===== config.mk =====
export PLATFORM = sky130hd
export DESIGN_NAME = systematic_binary_group_code_encoder_top
export DESIGN_NICKNAME = d
export VERILOG_FILES = /design/src/rtl/sbgc_pkg.sv /design/src/rtl/sbgc_enc.sv /design/src/rtl/systematic_binary_group_code_encoder_top.sv
export VERILOG_INCLUDE_DIRS = /design/src /design/src/rtl
export SDC_FILE = /design/constraint.sdc
export NUM_CORES = 1
export LEC_CHECK = 0
export BUFFER_PORTS_ARGS = -buffer_cell sky130_fd_sc_hd__buf_2
export CORE_ASPECT_RATIO = 1.1
export CORE_MARGIN = 5
export CORE_UTILIZATION = 40
export CTS_BUF_LIST = sky130_fd_sc_hd__clkbuf_8
export DETAILED_ROUTE_END_ITERATION = 16
export GPL_ROUTABILITY_DRIVEN = 0
export SLEW_MARGIN = 0
export SYNTH_ARGS = -nofsm -noshare
export SYNTH_HDL_FRONTEND = slang
export SYNTH_SLANG_ARGS = --single-unit

===== constraint.sdc =====
create_clock -name i_clk -period 9 [get_ports i_clk]
set_clock_uncertainty 0.2 [all_clocks]
set_input_delay 0.45 -clock i_clk [delete_from_list [all_inputs] [get_ports i_clk]]
set_output_delay 0.45 -clock i_clk [all_outputs]
set_load 0.01 [all_outputs]

===== src/rtl/systematic_binary_group_code_encoder_top_defines.svh =====
// ----------------------------------------------------------------------------
// Assertion macros for the group code encoder
// Shared concurrent assertion forms, clocked on i_clk, off during reset.
// ----------------------------------------------------------------------------
`ifndef SYSTEMATIC_BINARY_GROUP_CODE_ENCODER_TOP_DEFINES_SVH
`define SYSTEMATIC_BINARY_GROUP_CODE_ENCODER_TOP_DEFINES_SVH

// Same-cycle implication
`define SBGC_ASSERT_NOW(lbl, ante, cons, msg) \
    lbl: assert property (@(posedge i_clk) disable iff (!i_rst_n) \
        (ante) |-> (cons)) else $error(msg);

// Next-cycle implication
`define SBGC_ASSERT_NEXT(lbl, ante, cons, msg) \
    lbl: assert property (@(posedge i_clk) disable iff (!i_rst_n) \
        (ante) |=> (cons)) else $error(msg);

`endif


===== src/rtl/sbgc_pkg.sv =====
// ----------------------------------------------------------------------------
// sbgc_pkg
// Types and constants shared by the group code encoder modules.
// ----------------------------------------------------------------------------
`default_nettype none

package sbgc_pkg;

    // Width of one parity matrix row and of the message field
    localparam int ROW_BITS = 8;
    // Codeword field width
    localparam int CW_BITS  = 16;
    // Codeword weight width (0..CW_BITS)
    localparam int WT_BITS  = 5;
    // Detectable error count width
    localparam int DET_BITS = 4;
    // Length register width
    localparam int LEN_BITS = 4;
    // Configuration index width
    localparam int IDX_BITS = 2;

    // Configuration register indexes
    localparam logic [IDX_BITS-1:0] REG_MESSAGE_LENGTH = 2'd0;
    localparam logic [IDX_BITS-1:0] REG_PARITY_LENGTH  = 2'd1;
    localparam logic [IDX_BITS-1:0] REG_PARITY_MATRIX  = 2'd2;

    // Request kinds carried in tuser
    localparam logic FUNC_ENCODE  = 1'b0;
    localparam logic FUNC_ANALYZE = 1'b1;

    typedef logic [ROW_BITS-1:0] t_row;

    typedef enum logic {
        ST_IDLE,
        ST_WALK
    } t_state;

    // Result of the shared encode and weight unit
    typedef struct packed {
        logic [CW_BITS-1:0] codeword;
        logic [WT_BITS-1:0] weight;
    } t_enc_res;

endpackage

`default_nettype wire


===== src/rtl/sbgc_enc.sv =====
// ----------------------------------------------------------------------------
// sbgc_enc
// Shared encode unit: forms the systematic codeword of one message and its
// Hamming weight.
// ----------------------------------------------------------------------------
`default_nettype none

module sbgc_enc (
    input  wire logic [sbgc_pkg::ROW_BITS-1:0]       i_msg,
    input  wire logic [sbgc_pkg::LEN_BITS-1:0]       i_m_len,   // 1..ROW_BITS
    input  wire logic [sbgc_pkg::LEN_BITS-1:0]       i_r_len,   // 0..ROW_BITS
    input  wire logic [sbgc_pkg::ROW_BITS*sbgc_pkg::ROW_BITS-1:0] i_matrix,
    output sbgc_pkg::t_enc_res                      o_res
);

    localparam int RB = sbgc_pkg::ROW_BITS;
    localparam int RW = $clog2(sbgc_pkg::ROW_BITS);

    sbgc_pkg::t_row                     w_rows [RB];
    logic [RB-1:0]                      w_msg;
    logic [RB-1:0]                      w_acc;
    logic [RB-1:0]                      w_acc_m;
    logic [RB-1:0]                      w_rev;
    logic [RB-1:0]                      w_par;
    logic [RW-1:0]                      w_ridx [RB];
    logic [sbgc_pkg::CW_BITS-1:0]       w_cw;

    always_comb begin
        for (int k = 0; k < RB; k++) begin
            w_rows[k] = i_matrix[k*RB +: RB];
        end
    end

    // Message bit j belongs to row m-1-j (rows count from the first bit)
    always_comb begin
        w_msg = i_msg & ({RB{1'b1}} >> (sbgc_pkg::LEN_BITS'(RB) - i_m_len));
        w_acc = '0;
        for (int j = 0; j < RB; j++) begin
            w_ridx[j] = RW'(i_m_len - sbgc_pkg::LEN_BITS'(j) - 4'd1);
            if ((sbgc_pkg::LEN_BITS'(j) < i_m_len) && w_msg[j]) begin
                w_acc = w_acc ^ w_rows[w_ridx[j]];
            end
        end
    end

    // Column c lands at codeword bit r-1-c
    always_comb begin
        w_acc_m = w_acc & ({RB{1'b1}} >> (sbgc_pkg::LEN_BITS'(RB) - i_r_len));
        for (int c = 0; c < RB; c++) begin
            w_rev[RB-1-c] = w_acc_m[c];
        end
        w_par = w_rev >> (sbgc_pkg::LEN_BITS'(RB) - i_r_len);
        w_cw  = (sbgc_pkg::CW_BITS'(w_msg) << i_r_len) | sbgc_pkg::CW_BITS'(w_par);
    end

    assign o_res.codeword = w_cw;
    assign o_res.weight   = sbgc_pkg::WT_BITS'($countones(w_cw));

endmodule

`default_nettype wire


===== src/rtl/systematic_binary_group_code_encoder_top.sv =====
// An encode transaction (tuser 0) sends the message through the encode unit,
// and the codeword lands in the output register. An analysis transaction
// (tuser 1) walks every nonzero message of the effective message length
// through the same encode unit, one message per cycle; the input is not ready
// while the walk runs or while an unclaimed result sits in the output register.
// Configuration writes land at once and are meant for an idle block.
// ----------------------------------------------------------------------------
// systematic_binary_group_code_encoder_top
// Systematic binary group code encoder with minimum-weight analysis.
// ----------------------------------------------------------------------------
`default_nettype none

module systematic_binary_group_code_encoder_top #(
    parameter int MAX_MESSAGE_BITS = 8,
    parameter int MAX_PARITY_BITS  = 8
) (
    input  wire logic        i_clk,
    input  wire logic        i_rst_n,
    // configuration
    input  wire logic        i_cfg_we,
    input  wire logic [1:0]  i_cfg_idx,
    input  wire logic [63:0] i_cfg_data,
    // input stream
    input  wire logic        i_s_tvalid,
    output logic             o_s_tready,
    input  wire logic [7:0]  i_s_tdata,   // [7:0] message
    input  wire logic        i_s_tuser,   // [0] func
    // output stream
    output logic             o_m_tvalid,
    input  wire logic        i_m_tready,
    output logic [23:0]      o_m_tdata    // [15:0] codeword, [19:16] detectable_errors
);

    localparam int MW = MAX_MESSAGE_BITS;
    localparam int LB = sbgc_pkg::LEN_BITS;
    localparam int WB = sbgc_pkg::WT_BITS;
    localparam int DB = sbgc_pkg::DET_BITS;
    localparam int CB = sbgc_pkg::CW_BITS;
    localparam int RB = sbgc_pkg::ROW_BITS;

    sbgc_pkg::t_state           r_state, n_state;
    logic [MW-1:0]              r_msg, n_msg;
    logic [WB-1:0]              r_best, n_best;
    logic                       r_out_valid, n_out_valid;
    logic [CB-1:0]              r_out_cw, n_out_cw;
    logic [DB-1:0]              r_out_det, n_out_det;
    logic [LB-1:0]              r_m_len;
    logic [LB-1:0]              r_r_len;
    logic [RB*RB-1:0]           r_matrix;

    logic [LB-1:0]              w_m;
    logic [LB-1:0]              w_r;
    logic [MW-1:0]              w_last;
    logic [RB-1:0]              w_unit_msg;
    logic                       w_in_acc;
    logic [WB-1:0]              w_best_upd;
    sbgc_pkg::t_enc_res         w_enc;

    // Effective lengths: zero message length counts as one, both saturate
    always_comb begin
        w_m = r_m_len;
        if (w_m == '0) begin
            w_m = LB'(1);
        end
        if (w_m > LB'(MAX_MESSAGE_BITS)) begin
            w_m = LB'(MAX_MESSAGE_BITS);
        end
        w_r = r_r_len;
        if (w_r > LB'(MAX_PARITY_BITS)) begin
            w_r = LB'(MAX_PARITY_BITS);
        end
    end

    assign w_last     = {MW{1'b1}} >> (LB'(MW) - w_m);
    assign w_unit_msg = (r_state == sbgc_pkg::ST_WALK) ? RB'(r_msg) : i_s_tdata;

    sbgc_enc u_enc (
        .i_msg    (w_unit_msg),
        .i_m_len  (w_m),
        .i_r_len  (w_r),
        .i_matrix (r_matrix),
        .o_res    (w_enc)
    );

    assign o_s_tready = (r_state == sbgc_pkg::ST_IDLE) && (!r_out_valid || i_m_tready);
    assign w_in_acc   = i_s_tvalid && o_s_tready;

    assign w_best_upd = ((w_enc.weight != '0) && (w_enc.weight < r_best)) ?
                        w_enc.weight : r_best;

    always_comb begin
        n_state     = r_state;
        n_msg       = r_msg;
        n_best      = r_best;
        n_out_valid = r_out_valid && !i_m_tready;
        n_out_cw    = r_out_cw;
        n_out_det   = r_out_det;
        case (r_state)
            sbgc_pkg::ST_IDLE: begin
                if (w_in_acc) begin
                    if (i_s_tuser == sbgc_pkg::FUNC_ANALYZE) begin
                        n_state = sbgc_pkg::ST_WALK;
                        n_msg   = MW'(1);
                        n_best  = WB'(w_m) + WB'(w_r);
                    end else begin
                        n_out_valid = 1'b1;
                        n_out_cw    = w_enc.codeword;
                        n_out_det   = '0;
                    end
                end
            end
            sbgc_pkg::ST_WALK: begin
                n_best = w_best_upd;
                n_msg  = r_msg + MW'(1);
                // last message: publish the minimum weight less one
                if (r_msg == w_last) begin
                    n_state     = sbgc_pkg::ST_IDLE;
                    n_out_valid = 1'b1;
                    n_out_cw    = '0;
                    n_out_det   = DB'(w_best_upd - WB'(1));
                end
            end
            default: begin
                n_state = sbgc_pkg::ST_IDLE;
            end
        endcase
    end

    always_ff @(posedge i_clk) begin
        if (!i_rst_n) begin
            r_state     <= sbgc_pkg::ST_IDLE;
            r_out_valid <= 1'b0;
        end else begin
            r_state     <= n_state;
            r_out_valid <= n_out_valid;
        end
    end

    always_ff @(posedge i_clk) begin
        r_msg     <= n_msg;
        r_best    <= n_best;
        r_out_cw  <= n_out_cw;
        r_out_det <= n_out_det;
    end

    always_ff @(posedge i_clk) begin
        if (!i_rst_n) begin
            r_m_len  <= LB'(3);
            r_r_len  <= LB'(2);
            r_matrix <= '0;
        end else if (i_cfg_we) begin
            case (i_cfg_idx)
                sbgc_pkg::REG_MESSAGE_LENGTH: r_m_len  <= i_cfg_data[LB-1:0];
                sbgc_pkg::REG_PARITY_LENGTH:  r_r_len  <= i_cfg_data[LB-1:0];
                sbgc_pkg::REG_PARITY_MATRIX:  r_matrix <= i_cfg_data[RB*RB-1:0];
                default: begin
                    // unknown index: drop the write
                end
            endcase
        end
    end

    assign o_m_tvalid = r_out_valid;
    assign o_m_tdata  = {(24 - CB - DB)'(0), r_out_det, r_out_cw};

`include "systematic_binary_group_code_encoder_top_defines.svh"

    `SBGC_ASSERT_NEXT(a_analyze_starts_walk,
        w_in_acc && (i_s_tuser == sbgc_pkg::FUNC_ANALYZE),
        r_state == sbgc_pkg::ST_WALK, "analysis transaction did not start a walk")

    `SBGC_ASSERT_NOW(a_walk_output_empty,
        r_state == sbgc_pkg::ST_WALK, !r_out_valid && !o_s_tready,
        "output register busy or input ready during walk")

    `SBGC_ASSERT_NOW(a_one_field_zero,
        o_m_tvalid, (o_m_tdata[15:0] == '0) || (o_m_tdata[19:16] == '0),
        "codeword and detectable count both nonzero")

    `SBGC_ASSERT_NOW(a_walk_in_range,
        r_state == sbgc_pkg::ST_WALK, (r_msg != '0) && (r_msg <= w_last),
        "walk counter out of message range")

endmodule

`default_nettype wire

==> reports/results.ini, run 1 <==
[sta]
max_freq_ghz=0.114
min_period_over_period=0.975
hold_ws_ps=83.0
period_minus_slack_ps=8780
slew_viol_final=0
final_hold_viol_count=0
max-slew-margin-rel=0.260
tightest_slew_ps=1110
setup_viol=0

[logic_synthesis]
synth_common_cells=nand2_1 (210), nor2_1 (86), dfxtp_1 (74)
ys_ff_latch=107
ys_warn_count=0
async_reset_ff_frac=0
synth-main-ff-cell=dfxtp_1
syn-mean-instance-area_um2=8.51
synth_top_cell_area_share=0.152
synth_area_leaders=dfxtp_1 (15%), edfxtp_1 (10%), nand2_1 (8.1%)
synth_cells=1146
synth-edff-count=33
synth_cell_types=82
yosysMostFrequentCell=nand2_1
ys_seq_area_frac=0.253
yosysTopAreaCell=dfxtp_1
syn_area_um2=9760

[layout]
diodes=0
final_util=0.467
area_growth_pct=16.1
fillers=2395
drive_above_1_share=0.245
multi_input_area_um2=7100
nets=1361
fin_cells=1552
ff_latch_area_um2=2480

[setup_path]
path_buf_inv=3
r2r_slack_ps=220
rr_startpoint=r_m_len[1]
path_max_fanout=5
crit_path_frequent_cell=fa_1
path_class=flop to flop
reg2reg_depth=34
endpoint_kind=flop
cp.required_ps=8960
path_depth=34
crit_slowest_cell=fa_2
reg2reg_to=r_out_det[2]
slowest_delay_ps=600
crit_family=adder cells
cp_data_arrival_time_ps=8740
start_kind=flop

[floorplan]
initial_utilization=0.402
core-area_um2=24200
pin_count=106
fp.dieW_um=159
core.rowCount=60
die_h_um=174
die_area_um2=27600

[worst_hold_path]
hold_end=r_matrix[5]
min_delay_path_depth=3
hold_path_class=input port to flop
hp-start=i_cfg_data[5]

[place]
dp.cells=1520
hpwl_um=23400
port_buffers=101

[cts]
cts.clk_slew.worst_paths_ps=120
cts_buffers=9
tritoncts=done
clock-root-buffer=clkbuf_8
clock_path_buffers=2
cts.sinks=107
clock_latency_ps=400
hold_buffers=0
cts_max_level=3

[route]
drt_iter0_markers=795
vias=9144
vias_per_cell=5.89
wl_um=31200
drt-wirelength-per-cell_um=20.1
firstDrtPassIters=5
drc=0
drtAntennaViolNets=0

[grt]
antenna_found_initial=0
grt_start_max_net_pins=75
grt_usage=0.214
grt_pass1_vias=8566
grt_remaining_overflow=0
grt_pass1_wl_um=48000

[status]
status=finished, final reports clean

[pwr]
p_leak_nw=4.44
totalPowerFinal_w=0.00162
power.density_nw_per_um2=143
ir_drop_uv=119

[job]
drv_cap=0

-- layout by cell type, fill, tap and decap left out, drive strengths merged, types with 31 or more instances in the layout --
cell type    n
nand2      210
buf        159
nor2        87
dfxtp       74
mux2i       72
a21boi      67
inv         42
a21oi       40
o21ai       40
edfxtp      33
ha          32
mux4        31
-- per-layer routing --
layer,part of all wire,track usage,wire [um]
met1,0.41,0.274,12800
met2,0.47,0.349,14800
met3,0.060,0.0269,1870
met4,0.057,0.119,1780
met5,0,0,0
-- per-stage QoR --
stage	setup TNS [ps]	instance area [um2]	setup WS, ps
2_1_floorplan	0	9930	26.4
4_1_cts	0	10900	92.3
3_5_place_dp	0	10700	144
3_3_place_gp	0	10700	290
6_report	0	11300	224
5_1_grt	-161	11300	-97.6
-- worst max-delay path by stage --
stage                    start            to  slack [ps]
detailed placement  r_m_len[3]  r_out_det[2]         140
CTS                 r_m_len[3]  r_out_det[2]          90
floorplan           r_m_len[2]  r_out_det[2]          30
global placement    r_m_len[0]  r_out_det[2]         290
finish              r_m_len[1]  r_out_det[2]         220
global route        r_m_len[1]  r_out_det[2]        -100
-- cell families after synthesis --
| group | synth area share |
|---|---|
| buf+inv | 0.0567 |
| mux | 0.165 |
| other cells | 0.000384 |
| simple gates | 0.206 |
| xor+xnor | 0.0565 |
| compound gates | 0.196 |
| fa+ha+maj | 0.0656 |
| flops | 0.253 |
-- layout make-up --
cell class,count,area share
Inverter,41,0.0138
Multi-Input combinational cell,918,0.627
Sequential cell,107,0.219
Clock inverter,6,0.00497
Tap cell,310,0.0342
Clock buffer,10,0.0121
Timing Repair Buffer,160,0.0892
-- report_power, final --
part,switching [W],total (W),internal [W],leakage [nW]
logic,0.000393,0.000750,0.000357,3.42
registers,0.0000288,0.000561,0.000532,0.923
clock network,0.000191,0.000305,0.000114,0.100
-- state kept, by name (all words and copies together) (netlist names) --
| signal | flops |
|---|---|
| r_out_det | 4 |
| r_best | 5 |
| r_out_cw | 16 |
| o_m_tvalid | 1 |
| r_m_len | 4 |
| r_msg | 8 |
| r_r_len | 4 |
| r_matrix | 64 |
| r_state | 1 |
-- tightest hold or removal path: stages --
cell	delay, ps
buf_2	100
nand2_1	40
a21boi_0	60
-- repair_timing --
| action | CTS | global route |
|---|---|---|
| buffers inserted | 0 | 15 |
| resized for setup | 0 | 50 |
| endpoints found under the setup margin | 0 | 7 |
Note: power is estimated with default switching activity, not from simulation.
==> run 2: changes to the inputs <==
ABC_AREA = 1   (was unset)
CORE_UTILIZATION = 35   (was 40)
==> reports/results.ini, run 2 <==
[setup_path]
path_class=flop to flop
slowest_delay_ps=500
start_kind=flop
cp.required_ps=8980
endpoint_kind=flop
crit_slowest_cell=fa_1
cp_data_arrival_time_ps=8380
path_max_fanout=17
reg2reg_depth=42
crit_path_frequent_cell=nand2_1

[layout]
final_common_cell=nand2_1
top_regs=r_matrix (64), r_out_cw (16), r_msg (8)
final_util=0.393
fin_cells=1977
area_growth_pct=11.0
nets=1739
largest-register=r_matrix
layout_common_cells=nand2_1 (401), nand3_1 (318), inv_1 (200)
largest_reg_flops=64
drive_above_1_share=0.115
diodes=0

[worst_hold_path]
min_delay_path_depth=3
hold_path_class=input port to flop

[logic_synthesis]
ys_seq_area_frac=0.259
async_reset_ff_frac=0
synth_cell_types=49
synth-edff-count=33
synth_top_cell_area_share=0.168
synth_area_leaders=nand3_1 (17%), nand2_1 (16%), dfxtp_1 (16%)
synth_cells=1551
yosysMostFrequentCell=nand2_1
ys_warn_count=0
syn_area_um2=9530
ys_ff_latch=107
synth_common_cells=nand2_1 (402), nand3_1 (319), inv_1 (200)
yosysTopAreaCell=nand3_1
synth-main-ff-cell=dfxtp_1
syn-mean-instance-area_um2=6.14

[floorplan]
die_h_um=183
core-area_um2=26900
pin_count=106
fp.dieW_um=167
die_area_um2=30600
initial_utilization=0.355
core.rowCount=63

[sta]
min_period_over_period=0.934
final_hold_viol_count=0
tightest_slew_ps=927
setup_viol=0
slew_viol_final=0
max_freq_ghz=0.119
period_minus_slack_ps=8400
max-slew-margin-rel=0.382

[job]
drv_cap=0

[cts]
clock-root-buffer=clkbuf_8
cts.sinks=107
clock_path_buffers=2
hold_buffers=0
cts_buffers=9
cts.clk_slew.worst_paths_ps=120
clock_latency_ps=410
cts_max_level=3
tritoncts=done

[grt]
grtUsageMet1=0.260
grt_use_met3=0.0315
grt_usage=0.202
use_met2=0.326
grt_remaining_overflow=0
grt_start_max_net_pins=112
busiest_layer=met2
grt_pass1_vias=9642
antenna_found_initial=0
grt_pass1_wl_um=50100

[status]
status=finished, final reports clean

[route]
wl_um=31600
vias=10400
drt-wirelength-per-cell_um=16.0
drtAntennaViolNets=0
vias_per_cell=5.27
drt_iter0_markers=790
drc=0
firstDrtPassIters=8

[place]
dp.cells=1961
port_buffers=101
hpwl_um=24100

[pwr]
power.density_nw_per_um2=200
ir_drop_uv=182
totalPowerFinal_w=0.00211
p_leak_nw=5.35

## run 2: worst paths after layout
check	from	endpoint	slack (ps)
worst max-delay path	r_m_len[3]	r_out_det[2]	600
worst min register to register	r_matrix[17]	r_matrix[17]	280
worst min-delay path	i_cfg_data[1]	r_r_len[1]	100
worst max register to register	r_m_len[3]	r_out_det[2]	600
## run 2: kinds of logic (layout without fill, tap and decap cells)
logic type / count (synthesis) / after routing / synth area share
AOI/OAI and AO/OA: 229 / 229 / 0.126
adders and majority gates: 44 / 44 / 0.0672
DFF: 107 / 107 / 0.259
muxes: 3 / 3 / 0.00315
xor gates and xnor gates: 14 / 14 / 0.0148
other: 1 / 4 / 0.000394
and+or+nand+nor: 866 / 866 / 0.407
buffers and inverters: 287 / 353 / 0.122
## run 2: per-layer routing
metal / up-vias / wire, um
li1: 5191 / -
met1: 4704 / 13700
met2: 418 / 14100
met3: 99 / 2070
met4: 0 / 1820
met5: - / 0
## run 2: power by group
part           internal (W)  switching (W)
Sequential         0.000562      0.0000185
Clock              0.000117       0.000200
Combinational      0.000430       0.000786
## run 2: worst max-delay path: cells and delay by family (launching register included)
family                   cells  cell delay [ps]
AND/OR/NAND/NOR             19             1930
buffers and inverters        6              850
XOR/XNOR                     2              410
flip-flops                   1              400
AO/OA/AOI/OAI                5              980
adder cells (fa/ha/maj)     10             3420
## run 2: stage by stage
| stage | TNS, ps | setup slack [ps] | hold slack [ps] | instance area [um2] |
|---|---|---|---|---|
| after global placement | 0 | 388 | 260 | 10300 |
| after floorplan | 0 | 883 | 244 | 9540 |
| final | 0 | 597 | 95.9 | 10600 |
| after CTS | 0 | 226 | 79.6 | 10500 |
| after global routing | -332 | -135 | 84.0 | 10600 |
| after detailed placement | 0 | 234 | 269 | 10300 |
## run 2: cell type report
cell class              count  area, um2
flip-flops and latches    107       2470
clock buffers              10        138
clock inverters             6       67.6
inverters                 208        785
well taps                 357        447
repair buffers            129        716
multi-input cells        1160       5950
fillers                  2953      16300
## run 2: what timing repair did
| action | in CTS | in global routing |
|---|---|---|
| gates resized for setup | 0 | 11 |
| endpoints found under the hold margin | 0 | 0 |
| buffers inserted | 0 | 0 |
| endpoints found under the setup margin | 0 | 8 |
